### src/tcprcw_pkg.sv
// ----------------------------------------------------------------------------
// TCP Reno congestion window - shared definitions
// Request and phase codes, register indexes, reset values, field widths and
// the command and status bundles between the controller and the datapath.
// ----------------------------------------------------------------------------
`default_nettype none

package tcprcw_pkg;

    // default congestion window width
    localparam int WINDOW_WIDTH_DEF = 32;

    // field widths
    localparam int SEG_W      = 16;
    localparam int INIT_SEG_W = 5;
    localparam int THR_W      = 32;
    localparam int DUPT_W     = 8;
    localparam int REQ_W      = 2;
    localparam int SEQ_W      = 32;
    localparam int PEER_W     = 16;
    localparam int LEN_W      = 16;
    localparam int PHASE_W    = 2;
    localparam int CFG_IDX_W  = 2;
    localparam int CFG_DATA_W = 32;
    localparam int IN_DATA_W  = 136;
    localparam int OUT_DATA_W = 104;

    // request kinds
    localparam logic [REQ_W-1:0] REQ_ACK     = 2'd0;
    localparam logic [REQ_W-1:0] REQ_TIMEOUT = 2'd1;
    localparam logic [REQ_W-1:0] REQ_QUERY   = 2'd2;
    localparam logic [REQ_W-1:0] REQ_RESTART = 2'd3;

    // congestion phases
    localparam logic [PHASE_W-1:0] PH_SLOW    = 2'd0;
    localparam logic [PHASE_W-1:0] PH_AVOID   = 2'd1;
    localparam logic [PHASE_W-1:0] PH_RECOVER = 2'd2;

    // configuration register indexes
    localparam logic [CFG_IDX_W-1:0] CFG_SEG_SIZE  = 2'd0;
    localparam logic [CFG_IDX_W-1:0] CFG_INIT_SEGS = 2'd1;
    localparam logic [CFG_IDX_W-1:0] CFG_INIT_THR  = 2'd2;
    localparam logic [CFG_IDX_W-1:0] CFG_DUP_THR   = 2'd3;

    // configuration reset values
    localparam logic [SEG_W-1:0]      RST_SEG_SIZE  = 16'd1460;
    localparam logic [INIT_SEG_W-1:0] RST_INIT_SEGS = 5'd1;
    localparam logic [THR_W-1:0]      RST_INIT_THR  = 32'd65535;
    localparam logic [DUPT_W-1:0]     RST_DUP_THR   = 8'd3;

    // duplicate counter ceiling
    localparam logic [DUPT_W-1:0] DUP_MAX = 8'd255;

    // controller to datapath commands
    typedef struct packed {
        logic load_in;
        logic mul_load;
        logic div_start;
        logic commit;
    } t_dp_cmd;

    // datapath to controller status
    typedef struct packed {
        logic need_div;
        logic div_done;
    } t_dp_sts;

endpackage

`default_nettype wire

### src/tcprcw_div.sv
// ----------------------------------------------------------------------------
// TCP Reno congestion window - serial divider
// Restoring divider: 32-bit dividend by a DW-bit divisor, one quotient bit
// per cycle, done pulse in the cycle after the last step.
// ----------------------------------------------------------------------------
`default_nettype none

module tcprcw_div
    import tcprcw_pkg::*;
#(
    parameter int DW = WINDOW_WIDTH_DEF
) (
    input  wire logic          i_clk,
    input  wire logic          i_rst_n,
    input  wire logic          i_start,
    input  wire logic [31:0]   i_dividend,
    input  wire logic [DW-1:0] i_divisor,
    output logic               o_done,
    output logic [31:0]        o_quotient
);

    logic [DW-1:0] r_rem;
    logic [31:0]   r_quo;
    logic [5:0]    r_cnt;
    logic          r_busy;
    logic          r_done;

    logic [DW:0]   w_shift;
    logic [DW+1:0] w_diff;

    // trial subtract of the shifted remainder
    assign w_shift = {r_rem, r_quo[31]};
    assign w_diff  = {1'b0, w_shift} - {2'b00, i_divisor};

    // control: step count and done pulse
    always_ff @(posedge i_clk) begin
        if (!i_rst_n) begin
            r_busy <= 1'b0;
            r_done <= 1'b0;
            r_cnt  <= '0;
        end else begin
            r_done <= 1'b0;
            if (i_start) begin
                r_busy <= 1'b1;
                r_cnt  <= 6'd32;
            end else if (r_busy) begin
                r_cnt <= r_cnt - 6'd1;
                if (r_cnt == 6'd1) begin
                    r_busy <= 1'b0;
                    r_done <= 1'b1;
                end
            end
        end
    end

    // datapath: shift in one quotient bit per step
    always_ff @(posedge i_clk) begin
        if (i_start) begin
            r_rem <= '0;
            r_quo <= i_dividend;
        end else if (r_busy) begin
            if (!w_diff[DW+1]) begin
                r_rem <= w_diff[DW-1:0];
                r_quo <= {r_quo[30:0], 1'b1};
            end else begin
                r_rem <= w_shift[DW-1:0];
                r_quo <= {r_quo[30:0], 1'b0};
            end
        end
    end

    assign o_done     = r_done;
    assign o_quotient = r_quo;

endmodule

`default_nettype wire

### src/tcprcw_dpath.sv
// ----------------------------------------------------------------------------
// TCP Reno congestion window - datapath
// Configuration registers, window state, request capture, the avoidance
// increment (square then divide) and the result word register.
// ----------------------------------------------------------------------------
`default_nettype none

module tcprcw_dpath
    import tcprcw_pkg::*;
#(
    parameter int WINDOW_WIDTH = WINDOW_WIDTH_DEF
) (
    input  wire logic                  i_clk,
    input  wire logic                  i_rst_n,
    input  wire logic                  i_cfg_we,
    input  wire logic [CFG_IDX_W-1:0]  i_cfg_index,
    input  wire logic [CFG_DATA_W-1:0] i_cfg_data,
    input  wire logic [IN_DATA_W-1:0]  i_in_data,
    input  wire logic [REQ_W-1:0]      i_in_req,
    input  wire t_dp_cmd               i_cmd,
    output t_dp_sts                    o_sts,
    output logic [OUT_DATA_W-1:0]      o_out_data
);

    localparam int W  = WINDOW_WIDTH;
    localparam int SW = ((W > 33) ? W : 33) + 1;
    localparam logic [SW-1:0] CWND_MAX_X = {{(SW-W){1'b0}}, {W{1'b1}}};
    localparam logic [SW-1:0] U32_MAX_X  = {{(SW-32){1'b0}}, {32{1'b1}}};
    localparam int RST_CWND = int'(RST_SEG_SIZE) * int'(RST_INIT_SEGS);

    // configuration
    logic [SEG_W-1:0]      r_seg;
    logic [INIT_SEG_W-1:0] r_init_segs;
    logic [THR_W-1:0]      r_init_thr;
    logic [DUPT_W-1:0]     r_dup_thr;

    // window state
    logic [W-1:0]         r_cwnd,     n_cwnd;
    logic [THR_W-1:0]     r_ssthresh, n_ssthresh;
    logic [PHASE_W-1:0]   r_phase,    n_phase;
    logic [SEQ_W-1:0]     r_prev_ack, n_prev_ack;
    logic [DUPT_W-1:0]    r_dup_cnt,  n_dup_cnt;
    logic [PEER_W-1:0]    r_eff,      n_eff;

    // captured request
    logic [REQ_W-1:0]  r_req;
    logic [SEQ_W-1:0]  r_ack;
    logic              r_dup;
    logic [PEER_W-1:0] r_peer;
    logic [SEQ_W-1:0]  r_nseq;
    logic [SEQ_W-1:0]  r_oldest;
    logic [LEN_W-1:0]  r_slen;

    // avoidance increment
    logic [31:0]  r_seg_sq;
    logic [31:0]  w_quo;
    logic         w_div_done;
    logic [W-1:0] w_divisor;

    // result word
    logic [OUT_DATA_W-1:0] r_out;

    // shared arithmetic
    logic [SW-1:0]     w_cwnd_x, w_seg_x;
    logic [SW-1:0]     w_half_x, w_half_max;
    logic [THR_W-1:0]  w_half_thr;
    logic [17:0]       w_seg3;
    logic [SW-1:0]     w_fr_sum, w_rec_sum, w_ss_sum, w_av_sum, w_thr_x;
    logic [20:0]       w_init_prod;
    logic [SW-1:0]     w_init_x;
    logic [32:0]       w_need;
    logic [SEQ_W-1:0]  w_flight;
    logic [DUPT_W-1:0] w_dup_inc;
    logic              w_new_ack;
    logic              w_send_ok, w_retx;
    logic [31:0]       w_win_out;

    // write configuration registers
    always_ff @(posedge i_clk) begin
        if (!i_rst_n) begin
            r_seg       <= RST_SEG_SIZE;
            r_init_segs <= RST_INIT_SEGS;
            r_init_thr  <= RST_INIT_THR;
            r_dup_thr   <= RST_DUP_THR;
        end else if (i_cfg_we) begin
            unique case (i_cfg_index)
                CFG_SEG_SIZE:  r_seg       <= i_cfg_data[SEG_W-1:0];
                CFG_INIT_SEGS: r_init_segs <= i_cfg_data[INIT_SEG_W-1:0];
                CFG_INIT_THR:  r_init_thr  <= i_cfg_data[THR_W-1:0];
                CFG_DUP_THR:   r_dup_thr   <= i_cfg_data[DUPT_W-1:0];
                default: ;
            endcase
        end
    end

    // capture the request word
    always_ff @(posedge i_clk) begin
        if (i_cmd.load_in) begin
            r_req    <= i_in_req;
            r_ack    <= i_in_data[31:0];
            r_dup    <= i_in_data[32];
            r_peer   <= i_in_data[48:33];
            r_nseq   <= i_in_data[80:49];
            r_oldest <= i_in_data[112:81];
            r_slen   <= i_in_data[128:113];
        end
    end

    // square the segment size ahead of the divide
    always_ff @(posedge i_clk) begin
        if (i_cmd.mul_load) begin
            r_seg_sq <= 32'(r_seg) * 32'(r_seg);
        end
    end

    // zero window divides as one
    assign w_divisor = (r_cwnd == '0) ? W'(1) : r_cwnd;

    tcprcw_div #(
        .DW (W)
    ) u_div (
        .i_clk      (i_clk),
        .i_rst_n    (i_rst_n),
        .i_start    (i_cmd.div_start),
        .i_dividend (r_seg_sq),
        .i_divisor  (w_divisor),
        .o_done     (w_div_done),
        .o_quotient (w_quo)
    );

    // candidate values, widened so that no sum wraps
    assign w_cwnd_x   = SW'(r_cwnd);
    assign w_seg_x    = SW'(r_seg);
    assign w_half_x   = SW'(r_cwnd >> 1);
    assign w_half_max = (w_half_x < w_seg_x) ? w_seg_x : w_half_x;
    assign w_half_thr = (w_half_max > U32_MAX_X) ? {THR_W{1'b1}} : w_half_max[THR_W-1:0];
    assign w_seg3     = 18'(r_seg) + {1'b0, r_seg, 1'b0};
    assign w_fr_sum   = SW'(w_half_thr) + SW'(w_seg3);
    assign w_rec_sum  = w_cwnd_x + w_seg_x;
    assign w_ss_sum   = (w_rec_sum > CWND_MAX_X) ? CWND_MAX_X : w_rec_sum;
    assign w_av_sum   = w_cwnd_x + SW'(w_quo);
    assign w_thr_x    = SW'(r_ssthresh);
    assign w_init_prod = 21'(r_init_segs) * 21'(r_seg);
    assign w_init_x   = SW'(w_init_prod);
    assign w_flight   = r_nseq - r_oldest;
    assign w_need     = 33'(w_flight) + 33'(r_slen);
    assign w_dup_inc  = r_dup_cnt + 8'd1;
    assign w_new_ack  = (r_ack != r_prev_ack);

    // next state for the captured request
    always_comb begin
        n_cwnd     = r_cwnd;
        n_ssthresh = r_ssthresh;
        n_phase    = r_phase;
        n_prev_ack = r_prev_ack;
        n_dup_cnt  = r_dup_cnt;
        n_eff      = r_eff;
        w_send_ok  = 1'b0;
        w_retx     = 1'b0;
        unique case (r_req)
            REQ_ACK: begin
                if (!w_new_ack) begin
                    // duplicate: count, maybe enter fast recovery
                    if (r_dup) begin
                        if (r_dup_cnt != DUP_MAX) begin
                            n_dup_cnt = w_dup_inc;
                        end
                        if (r_dup_cnt != DUP_MAX && w_dup_inc == r_dup_thr) begin
                            n_ssthresh = w_half_thr;
                            n_cwnd     = (w_fr_sum > CWND_MAX_X) ? {W{1'b1}} : w_fr_sum[W-1:0];
                            n_phase    = PH_RECOVER;
                            w_retx     = 1'b1;
                        end else if (r_phase == PH_RECOVER) begin
                            n_cwnd = w_ss_sum[W-1:0];
                        end
                    end
                end else begin
                    // new ACK: leave recovery at the threshold, else grow the window by phase
                    n_prev_ack = r_ack;
                    n_dup_cnt  = '0;
                    case (r_phase)
                        PH_RECOVER: begin
                            n_cwnd  = (w_thr_x > CWND_MAX_X) ? {W{1'b1}} : w_thr_x[W-1:0];
                            n_phase = PH_AVOID;
                        end
                        PH_SLOW: begin
                            n_cwnd = w_ss_sum[W-1:0];
                            if (w_ss_sum >= w_thr_x) begin
                                n_phase = PH_AVOID;
                            end
                        end
                        PH_AVOID: begin
                            n_cwnd = (w_av_sum > CWND_MAX_X) ? {W{1'b1}} : w_av_sum[W-1:0];
                        end
                        default: ;
                    endcase
                    n_eff = (SW'(n_cwnd) < SW'(r_peer)) ? n_cwnd[PEER_W-1:0] : r_peer;
                end
            end
            REQ_TIMEOUT: begin
                n_ssthresh = w_half_thr;
                n_cwnd     = W'(r_seg);
                n_dup_cnt  = '0;
                n_phase    = PH_SLOW;
            end
            REQ_QUERY: begin
                w_send_ok = (SW'(w_need) <= w_cwnd_x);
            end
            REQ_RESTART: begin
                n_cwnd     = (w_init_x > CWND_MAX_X) ? {W{1'b1}} : w_init_x[W-1:0];
                n_ssthresh = r_init_thr;
                n_phase    = PH_SLOW;
                n_prev_ack = '0;
                n_dup_cnt  = '0;
                n_eff      = '0;
            end
            default: ;
        endcase
    end

    // clamp the reported window to 32 bits
    assign w_win_out = (SW'(n_cwnd) > U32_MAX_X) ? 32'hFFFF_FFFF : 32'(n_cwnd);

    // commit the new state
    always_ff @(posedge i_clk) begin
        if (!i_rst_n) begin
            r_cwnd     <= W'(RST_CWND);
            r_ssthresh <= RST_INIT_THR;
            r_phase    <= PH_SLOW;
            r_prev_ack <= '0;
            r_dup_cnt  <= '0;
            r_eff      <= '0;
        end else if (i_cmd.commit) begin
            r_cwnd     <= n_cwnd;
            r_ssthresh <= n_ssthresh;
            r_phase    <= n_phase;
            r_prev_ack <= n_prev_ack;
            r_dup_cnt  <= n_dup_cnt;
            r_eff      <= n_eff;
        end
    end

    // load the result word
    always_ff @(posedge i_clk) begin
        if (i_cmd.commit) begin
            r_out <= {4'b0000, w_retx, w_send_ok, 16'h0000, n_eff, n_phase,
                      n_ssthresh, w_win_out};
        end
    end

    assign o_sts.need_div = (r_req == REQ_ACK) && w_new_ack && (r_phase == PH_AVOID);
    assign o_sts.div_done = w_div_done;
    assign o_out_data     = r_out;

endmodule

`default_nettype wire

### src/tcprcw_ctrl.sv
// ----------------------------------------------------------------------------
// TCP Reno congestion window - controller
// Sequences one request: capture, optional square and divide, then commit
// into the result register once it is free.
// ----------------------------------------------------------------------------
`default_nettype none

module tcprcw_ctrl
    import tcprcw_pkg::*;
(
    input  wire logic i_clk,
    input  wire logic i_rst_n,
    input  wire logic i_in_valid,
    output logic      o_in_ready,
    output logic      o_out_valid,
    input  wire logic i_out_ready,
    input  wire t_dp_sts i_sts,
    output t_dp_cmd   o_cmd
);

    typedef enum logic [5:0] {
        S_IDLE   = 6'b000001,
        S_CHECK  = 6'b000010,
        S_MUL    = 6'b000100,
        S_DSTART = 6'b001000,
        S_DWAIT  = 6'b010000,
        S_FIN    = 6'b100000
    } t_state;

    t_state r_state, n_state;
    logic   r_out_valid, n_out_valid;
    logic   w_accept, w_slot_free;

    assign w_accept    = i_in_valid && (r_state == S_IDLE);
    assign w_slot_free = !r_out_valid || i_out_ready;

    // advance through the request
    always_comb begin
        n_state = r_state;
        o_cmd   = '0;
        unique case (r_state)
            S_IDLE: begin
                o_cmd.load_in = w_accept;
                if (w_accept) begin
                    n_state = S_CHECK;
                end
            end
            S_CHECK: begin
                n_state = i_sts.need_div ? S_MUL : S_FIN;
            end
            S_MUL: begin
                o_cmd.mul_load = 1'b1;
                n_state        = S_DSTART;
            end
            S_DSTART: begin
                o_cmd.div_start = 1'b1;
                n_state         = S_DWAIT;
            end
            S_DWAIT: begin
                if (i_sts.div_done) begin
                    n_state = S_FIN;
                end
            end
            S_FIN: begin
                if (w_slot_free) begin
                    o_cmd.commit = 1'b1;
                    n_state      = S_IDLE;
                end
            end
            default: n_state = S_IDLE;
        endcase
    end

    // hold the result valid until taken
    always_comb begin
        n_out_valid = r_out_valid && !i_out_ready;
        if (o_cmd.commit) begin
            n_out_valid = 1'b1;
        end
    end

    always_ff @(posedge i_clk) begin
        if (!i_rst_n) begin
            r_state     <= S_IDLE;
            r_out_valid <= 1'b0;
        end else begin
            r_state     <= n_state;
            r_out_valid <= n_out_valid;
        end
    end

    assign o_in_ready  = (r_state == S_IDLE);
    assign o_out_valid = r_out_valid;

endmodule

`default_nettype wire

### src/tcp_reno_congestion_window.sv
// ----------------------------------------------------------------------------
// TCP Reno congestion window engine
// Request words come in on the slave stream: tuser carries the request kind
// (ACK, timeout, send query, restart), tdata the ACK and query fields. Each
// request yields one result word on the master stream with the window,
// threshold, phase, usable window, send permission and fast retransmit flag.
// Configuration registers (segment size, initial segments, initial threshold,
// duplicate threshold) have a plain write port that the user must use only while idle; the
// block itself does not enforce this. A request passes the capture, check and
// commit states; a new ACK in congestion avoidance also passes the square and
// divide states, where the 32-step serial divider forms segment size squared
// over the window. One request is in work at a time, so the next request is
// taken only once the current one has committed.
// The result sits in an output register: the next request is taken while a
// result waits, but a finished request whose result register is still full
// holds until the receiver takes the waiting word.
// Reset loads the default configuration and the slow start state; a restart
// request reloads the state from the current configuration.
// ----------------------------------------------------------------------------
`default_nettype none

module tcp_reno_congestion_window
    import tcprcw_pkg::*;
#(
    parameter int WINDOW_WIDTH = WINDOW_WIDTH_DEF
) (
    input  wire logic                  i_clk,
    input  wire logic                  i_rst_n,
    // configuration write port
    input  wire logic                  i_cfg_we,
    input  wire logic [CFG_IDX_W-1:0]  i_cfg_index,
    input  wire logic [CFG_DATA_W-1:0] i_cfg_data,
    // request stream
    input  wire logic                  s_axis_tvalid,
    output logic                       s_axis_tready,
    // ack_number[31:0], dup_flag[32], peer_window[48:33], next_sequence[80:49],
    // oldest_acked[112:81], send_length[128:113], zero fill
    input  wire logic [IN_DATA_W-1:0]  s_axis_tdata,
    // req_type[1:0]
    input  wire logic [REQ_W-1:0]      s_axis_tuser,
    // result stream
    output logic                       m_axis_tvalid,
    input  wire logic                  m_axis_tready,
    // window_bytes[31:0], threshold_bytes[63:32], phase[65:64],
    // usable_window[81:66], zero[97:82], send_ok[98], retransmit_now[99], zero fill
    output logic [OUT_DATA_W-1:0]      m_axis_tdata
);

    t_dp_cmd w_cmd;
    t_dp_sts w_sts;

    tcprcw_ctrl u_ctrl (
        .i_clk       (i_clk),
        .i_rst_n     (i_rst_n),
        .i_in_valid  (s_axis_tvalid),
        .o_in_ready  (s_axis_tready),
        .o_out_valid (m_axis_tvalid),
        .i_out_ready (m_axis_tready),
        .i_sts       (w_sts),
        .o_cmd       (w_cmd)
    );

    tcprcw_dpath #(
        .WINDOW_WIDTH (WINDOW_WIDTH)
    ) u_dpath (
        .i_clk       (i_clk),
        .i_rst_n     (i_rst_n),
        .i_cfg_we    (i_cfg_we),
        .i_cfg_index (i_cfg_index),
        .i_cfg_data  (i_cfg_data),
        .i_in_data   (s_axis_tdata),
        .i_in_req    (s_axis_tuser),
        .i_cmd       (w_cmd),
        .o_sts       (w_sts),
        .o_out_data  (m_axis_tdata)
    );

    // commit only into a free result register
    a_commit_free: assert property (@(posedge i_clk) disable iff (!i_rst_n)
        w_cmd.commit |-> (!m_axis_tvalid || m_axis_tready))
        else $error("result committed over a waiting word");

    // a commit always presents a result next cycle
    a_commit_valid: assert property (@(posedge i_clk) disable iff (!i_rst_n)
        w_cmd.commit |=> m_axis_tvalid)
        else $error("committed result not presented");

    // one request at a time
    a_single_req: assert property (@(posedge i_clk) disable iff (!i_rst_n)
        (s_axis_tvalid && s_axis_tready) |=> !s_axis_tready)
        else $error("request taken while another is in work");

    // divide never starts while committing
    a_div_commit: assert property (@(posedge i_clk) disable iff (!i_rst_n)
        !(w_cmd.div_start && w_cmd.commit))
        else $error("divider started during commit");

endmodule

`default_nettype wire
### config.mk
export PLATFORM = sky130hd
export DESIGN_NAME = tcp_reno_congestion_window
export DESIGN_NICKNAME = d
export VERILOG_FILES = /design/src/tcprcw_pkg.sv /design/src/tcprcw_div.sv /design/src/tcprcw_dpath.sv /design/src/tcprcw_ctrl.sv /design/src/tcp_reno_congestion_window.sv
export SDC_FILE = /design/constraint.sdc
export NUM_CORES = 2
export LEC_CHECK = 0
export BUFFER_PORTS_ARGS = -buffer_cell sky130_fd_sc_hd__buf_2
export CORE_UTILIZATION = 60
export DETAILED_ROUTE_END_ITERATION = 10
export GPL_TIMING_DRIVEN = 0
export PLACE_DENSITY_LB_ADDON = 0.1
export SETUP_SLACK_MARGIN = 0.5
export SLEW_MARGIN = 40
export SYNTH_ARGS = -nofsm -noshare
export SYNTH_HDL_FRONTEND = slang
export SYNTH_SLANG_ARGS = --single-unit
export TNS_END_PERCENT = 10
### constraint.sdc
create_clock -name i_clk -period 19.2 [get_ports i_clk]
set_input_delay 0.96 -clock i_clk [delete_from_list [all_inputs] [get_ports i_clk]]
set_output_delay 0.96 -clock i_clk [all_outputs]
set_load 0.02 [all_outputs]
* Word-level counts from Yosys, hierarchy flattened
Index checks and enable logic that the tools add are counted.
Word-level totals: bits in registers 509, input port bits 177, output and inout port bits 106, logic and storage cells 161
Cells by class: add/sub/neg operators 9, multiply operators 2, magnitude comparators 10, eq/ne operators 24, muxes and demuxes 57, bitwise logic cells 4, reductions and logical operators 26
Operators with widths (count):
- $mux 32 | 19
- $pmux 32 s3 | 3
- $gt 34x32->1 const B | 4
- $add 32x16->33 | 2
- $pmux 32 s2 | 1
- $mux 6 | 6
- $pmux 6 s6 | 1
- $ge 34x32->1 | 1
- $mux 34 | 1
- $sub 33x32->34 | 1
- $add 32x18->33 | 1
- $add 32x32->33 | 1
- $le 33x32->1 | 1
- $gt 21x32->1 const B | 1
- $gt 32x32->1 const B | 1
- $logic_not 32->1 | 1
- $lt 32x16->1 | 1
- $mul 16x16->32 | 1
- $mux 16 | 2
- $ne 32x32->1 | 1
- $pmux 16 s2 | 1
- $sub 32x32->32 | 1
- $lt 31x16->1 | 1
- $mux 31 | 1
- 32 further kinds | 78

* Depth between registers and ports, before layout
word-level depth 11, mapped depth 32, depth with buffers taken out 32

* Cells and area by module
A second synthesis with hierarchy kept.
Second synthesis, totals: cells, all modules 4863, area, all modules 43496.7 sq um
By module, submodules not included:
- tcprcw_dpath | instances 1, cells an instance 4288, area each 38160.3 sq um, sequential area each 11050.6 sq um
- tcprcw_div | instances 1, cells an instance 527, area each 4939.7 sq um, sequential area each 1761.7 sq um
- tcprcw_ctrl | instances 1, cells an instance 48, area each 396.6 sq um, sequential area each 140.1 sq um

* Worst setup path before layout
Ideal clock, no wire load.
path type reg-to-reg, start point register u_dpath.r_seg[1], end point register u_dpath.r_seg_sq[30] (data pin), setup time 0.264 ns, arrival time 6.462 ns, data required time 18.936 ns, path slack 12.475 ns, cell stages (with the launch flop) 26, buffers on the path 1, clock period less this slack 6.725 ns, cell sequence dfxtp_1 > inv_1 > clkbuf_1 > nor2_1 > fa_1 > inv_1 > fa_1 > inv_1 > fa_1 > inv_1 > fa_1 > inv_1 > fa_1 > fa_1 > ha_1 > and3_1 > a211oi_1 > a32oi_1 > a221oi_1 > o21ai_0 > and3b_1 > o21a_1 > o21ai_0 > a211o_1 > a31oi_1 > xor2_1
On the way: longest elaborated chain between the ends 1
Ends and longest elaborated chain:
- start, declared | RTL line tcprcw_dpath.sv:32 | logic [SEG_W-1:0] r_seg;
- start signal, assigned | RTL line tcprcw_dpath.sv:87 | CFG_SEG_SIZE: r_seg <= i_cfg_data[SEG_W-1:0];
- $mul 16x16->32 | RTL line tcprcw_dpath.sv:112 | r_seg_sq <= 32'(r_seg) * 32'(r_seg);
- end signal, assigned | RTL line tcprcw_dpath.sv:112
- end, declared | RTL line tcprcw_dpath.sv:55 | logic [31:0] r_seg_sq;
No other way between the ends. A chain may end at the register's enable or synchronous reset.

* Worst setup path after layout
start point register u_dpath.r_seg[2], end point register u_dpath.r_cwnd[29]
On the way: longest elaborated chain between the ends 11, elaborated cells between the ends (all ways) 22, classes of those cells add/sub: 3; mul: 1; order compare: 5; mux: 13
Ends and longest elaborated chain:
- $lt 31x16->1 | RTL line tcprcw_dpath.sv:135 | assign w_half_max = (w_half_x < w_seg_x) ? w_seg_x : w_half_x;
- $mux 31 | RTL line tcprcw_dpath.sv:135
- $gt 34x32->1 | RTL line tcprcw_dpath.sv:136 | assign w_half_thr = (w_half_max > U32_MAX_X) ? {THR_W{1'b1}} : w_half_max[THR_W-1:0];
- $mux 32 | RTL line tcprcw_dpath.sv:136
- $add 32x18->33 | RTL line tcprcw_dpath.sv:138 | assign w_fr_sum = SW'(w_half_thr) + SW'(w_seg3);
- $gt 34x32->1 | RTL line tcprcw_dpath.sv:170 | n_cwnd = (w_fr_sum > CWND_MAX_X) ? {W{1'b1}} : w_fr_sum[W-1:0];
- $mux 32 | RTL line tcprcw_dpath.sv:170
- $mux 32 | RTL line tcprcw_dpath.sv:168 | if (r_dup_cnt != DUP_MAX && w_dup_inc == r_dup_thr) begin
- $mux 32 | RTL line tcprcw_dpath.sv:164 | if (r_dup) begin
- $mux 32 | RTL line tcprcw_dpath.sv:162 | if (!w_new_ack) begin
- $pmux 32 s3 (*) | RTL line tcprcw_dpath.sv:160 | unique case (r_req)
- end signal, assigned | RTL line tcprcw_dpath.sv:227 | r_cwnd <= W'(RST_CWND);
- end signal, assigned | RTL line tcprcw_dpath.sv:234 | r_cwnd <= n_cwnd;
- end, declared | RTL line tcprcw_dpath.sv:38 | logic [W-1:0] r_cwnd, n_cwnd;
Mark *: on every way between the ends. The rest lies on a longest branch, timed or not. The select of a mux whose other input is x is not followed.

==> out/metrics.yaml <==
status: "finished, final reports clean"
worstMarginPinSlew_ns: 0.9860
min_period_ns: 9.090
start_util_pct: 60.87
ant_nets: 0
grt_max_degree: 46
grt_overflow: 0
coreArea_sq_um: 68830
grt_antenna_before_repair: 11
synth_fa_ha_area_share_pct: 22.14
yosys_register_bits: 508
synth_commonest_cells: "620 x nand2_1, 463 x inv_1, 378 x ha_1"
cts_tree: "done"
synth_top_family_by_area: "adder cells"
synth_top_area_share_pct: 19.93
crit_path_end_kind: "flip-flop"
yosysUniqueCellTypes: 94
cts.sink_count: 508
ios: 283
async_reset_ff_share_pct: 0
post-cts-setup-buffers: 0
synth.avg_cell_area_sq_um: 8.946
numCtsBuffers: 55
clk_latency_ns: 0.65
cp.required_ns: 19.68
peakVddDrop_mv: 0.1664
seq_area_frac_synth_pct: 30.92
crit_slowest_cell: "clkinv_1"
synth_largest_area_cell: "edfxtp_1"
min_period_over_period_pct: 47.35
crit_type: "reg -> reg"
dpl.hpwl_um: 117300
layout.nets: 5804
ctsHoldBuffers: 0
cts_max_level: 2
via_per_inst: 6.288
die_height_um: 266.2
yosysMostFrequentCell: "nand2_1"
start_kind: "flip-flop"
synth_mux_area_share_pct: 1.744
synth_edf_count: 278
synth_area_leaders: "edfxtp_1 20%, ha_1 11%, dfxtp_1 11%"
setup_viol: 0
worstPathMaxFanout: 12
hp-class: "reg -> reg"
relSlewSlack_pct: 34.17
grt_pass1_wl_um: 220100
die_w_um: 266.2
fmax_mhz: 110.0
root_buffer: "clkbuf_16"
finClkSkew_ns: 0.02273
crit_top_cell: "a21oi_1"
slew_violations: 0
leakage_nw: 20.84
rows: 96
clk_pin_slew_ns: 0.08
routed_wirelength_um: 150400
first_global_vias: 35790
drc: 0
cts_buffer_depth: 3
p_per_area_nw_per_um2: 93.55
synth_compound_area_share_pct: 18.27
gp_congestion: 1.109
slowest_delay_ns: 0.87
syn_area_sq_um: 41890
first_pass_iters: 8
syn_inst: 4683
die_area_sq_um: 70880
vias: 37770
wire_per_inst_um: 25.03
rsz0062_at_grt: "no"
finalHoldViolCount: 0
arrival_ns: 9.57
ctsResizeCount: 0
drive_gt1_share_pct: 9.529
synthXorXnorAreaFrac_pct: 5.101
final.setup.tns_ns: 0
grtUsageTotal_pct: 41.86
drt-initial-drc-count: 4492
syn_to_final_growth_pct: 11.11
yosysWarnings: 0
yosys.area_share.simple_pct: 15.26
synth-main-ff-cell: "edfxtp_1"
utilization_pct: 67.63
numPortBuffers: 255
drv_cap: 0
## sequential cells by signal (all words and copies together), names as in the netlist, 2 cells and up
| name | count |
|---|---|
| u_dpath.r_dup_cnt | 8 |
| u_ctrl.r_state | 6 |
| u_dpath.r_ack | 32 |
| u_dpath.u_div.o_quotient | 32 |
| u_dpath.r_oldest | 32 |
| u_dpath.r_nseq | 32 |
| u_dpath.o_out_data | 84 |
| u_dpath.r_init_segs | 5 |
| u_dpath.r_dup_thr | 8 |
| u_dpath.r_prev_ack | 32 |
| u_dpath.r_seg_sq | 31 |
| u_dpath.r_init_thr | 32 |
| u_dpath.r_seg | 16 |
| u_dpath.r_eff | 16 |
| u_dpath.r_peer | 16 |
| u_dpath.u_div.r_rem | 32 |
| u_dpath.u_div.r_cnt | 6 |
| u_dpath.r_slen | 16 |
| u_dpath.r_phase | 2 |
| u_dpath.r_cwnd | 32 |
| u_dpath.r_ssthresh | 32 |
| u_dpath.r_req | 2 |
## worst max-delay path: cells and delay by family (launching register included)
| kind | cells | cell delay, ns |
|---|---|---|
| and+or+nand+nor | 5 | 0.75 |
| buffers and inverters | 4 | 2.03 |
| muxes | 1 | 0.29 |
| xor gates and xnor gates | 1 | 0.25 |
| AOI/OAI and AO/OA | 14 | 3.36 |
| adders and majority gates | 4 | 1.76 |
| DFF | 1 | 0.45 |
## final timing paths
check	start	endpoint	slack, ns	cells after the start
worst max register to register	u_dpath.r_seg[2]$_SDFFE_PN1P_	u_dpath.r_cwnd[29]$_SDFFE_PN0P_	10.11	29
worst min register to register	u_dpath.r_eff[3]$_SDFFE_PN0P_	u_dpath.r_eff[3]$_SDFFE_PN0P_	0.45	2
worst min-delay path	u_dpath.r_eff[3]$_SDFFE_PN0P_	u_dpath.r_eff[3]$_SDFFE_PN0P_	0.45	2
worst max-delay path	u_dpath.r_seg[2]$_SDFFE_PN1P_	u_dpath.r_cwnd[29]$_SDFFE_PN0P_	10.11	29
## cell type report
cell class / count / area [sq um]
Inverter: 470 / 1764
Clock buffer: 67 / 1483
Clock inverter: 37 / 401.6
Tap cell: 931 / 1165
Antenna cell: 7 / 17.52
Sequential cell: 508 / 12950
Multi-Input combinational cell: 3486 / 26310
Fill cell: 5683 / 22280
Buffer: 238 / 1020
Timing Repair Buffer: 263 / 1439
## metal layers
| layer | share of wire [%] | wire [um] | global-route usage (%) | vias up |
|---|---|---|---|---|
| met3 | 11 | 16650 | 8.244 | 554 |
| met2 | 43 | 64900 | 63.38 | 2252 |
| met5 | 0.018 | 27 | 0 | - |
| li1 | - | - | - | 16980 |
| met4 | 6.8 | 10220 | 24.59 | 4 |
| met1 | 39 | 58570 | 55.67 | 17990 |
## per-stage QoR
step                      cell area (sq um)  hold slack [ns]  worst slack (ns)  power [mW]  cells
final                                 46550           0.4522             10.11       4.355   6007
after global routing                  46540           0.4695             9.772       4.586   6004
after CTS                             46500           0.4502             10.18       4.313   5999
after detailed placement              44610           0.4417             10.21       3.194   5895
after global placement                44410           0.4333             10.27       3.155   5888
after floorplan                       41970           0.4249             12.47       2.644   4702
## power breakdown
group          internal [mW]  total [mW]  switching (mW)
sequential              1.25        1.30          0.0476
clock                  0.637        1.12           0.484
combinational          0.744        1.94            1.19
## cells in the final DEF, fill, tap and decap left out, types with 37 or more instances in the layout
master and count:
buf_2 258, a21oi_1 251, a22oi_1 55, nor2_1 273, clkbuf_1 180, inv_1 461, nand4_1 47, o21ai_0 225
nand2b_1 44, o21ai_1 38, ha_1 378, fa_1 227, nand2_1 620, xnor2_1 184, o21a_1 56, a31oi_1 37
xor2_1 60, nand3_1 103, a21boi_0 75, and2_1 53, mux2i_1 64, edfxtp_1 278, dfxtp_1 230, nor2b_1 63
clkbuf_16 56, a21o_1 111, nor3_1 49
## cell families (layout without fill, tap and decap cells)
family	after synthesis	in the layout
adders and majority gates	605	605
buffers and inverters	708	1075
AOI/OAI and AO/OA	1154	1154
other	1	27
and+or+nand+nor	1392	1392
xor gates and xnor gates	244	244
DFF	508	508
muxes	71	71
Power figures use the tool's default switching activity.
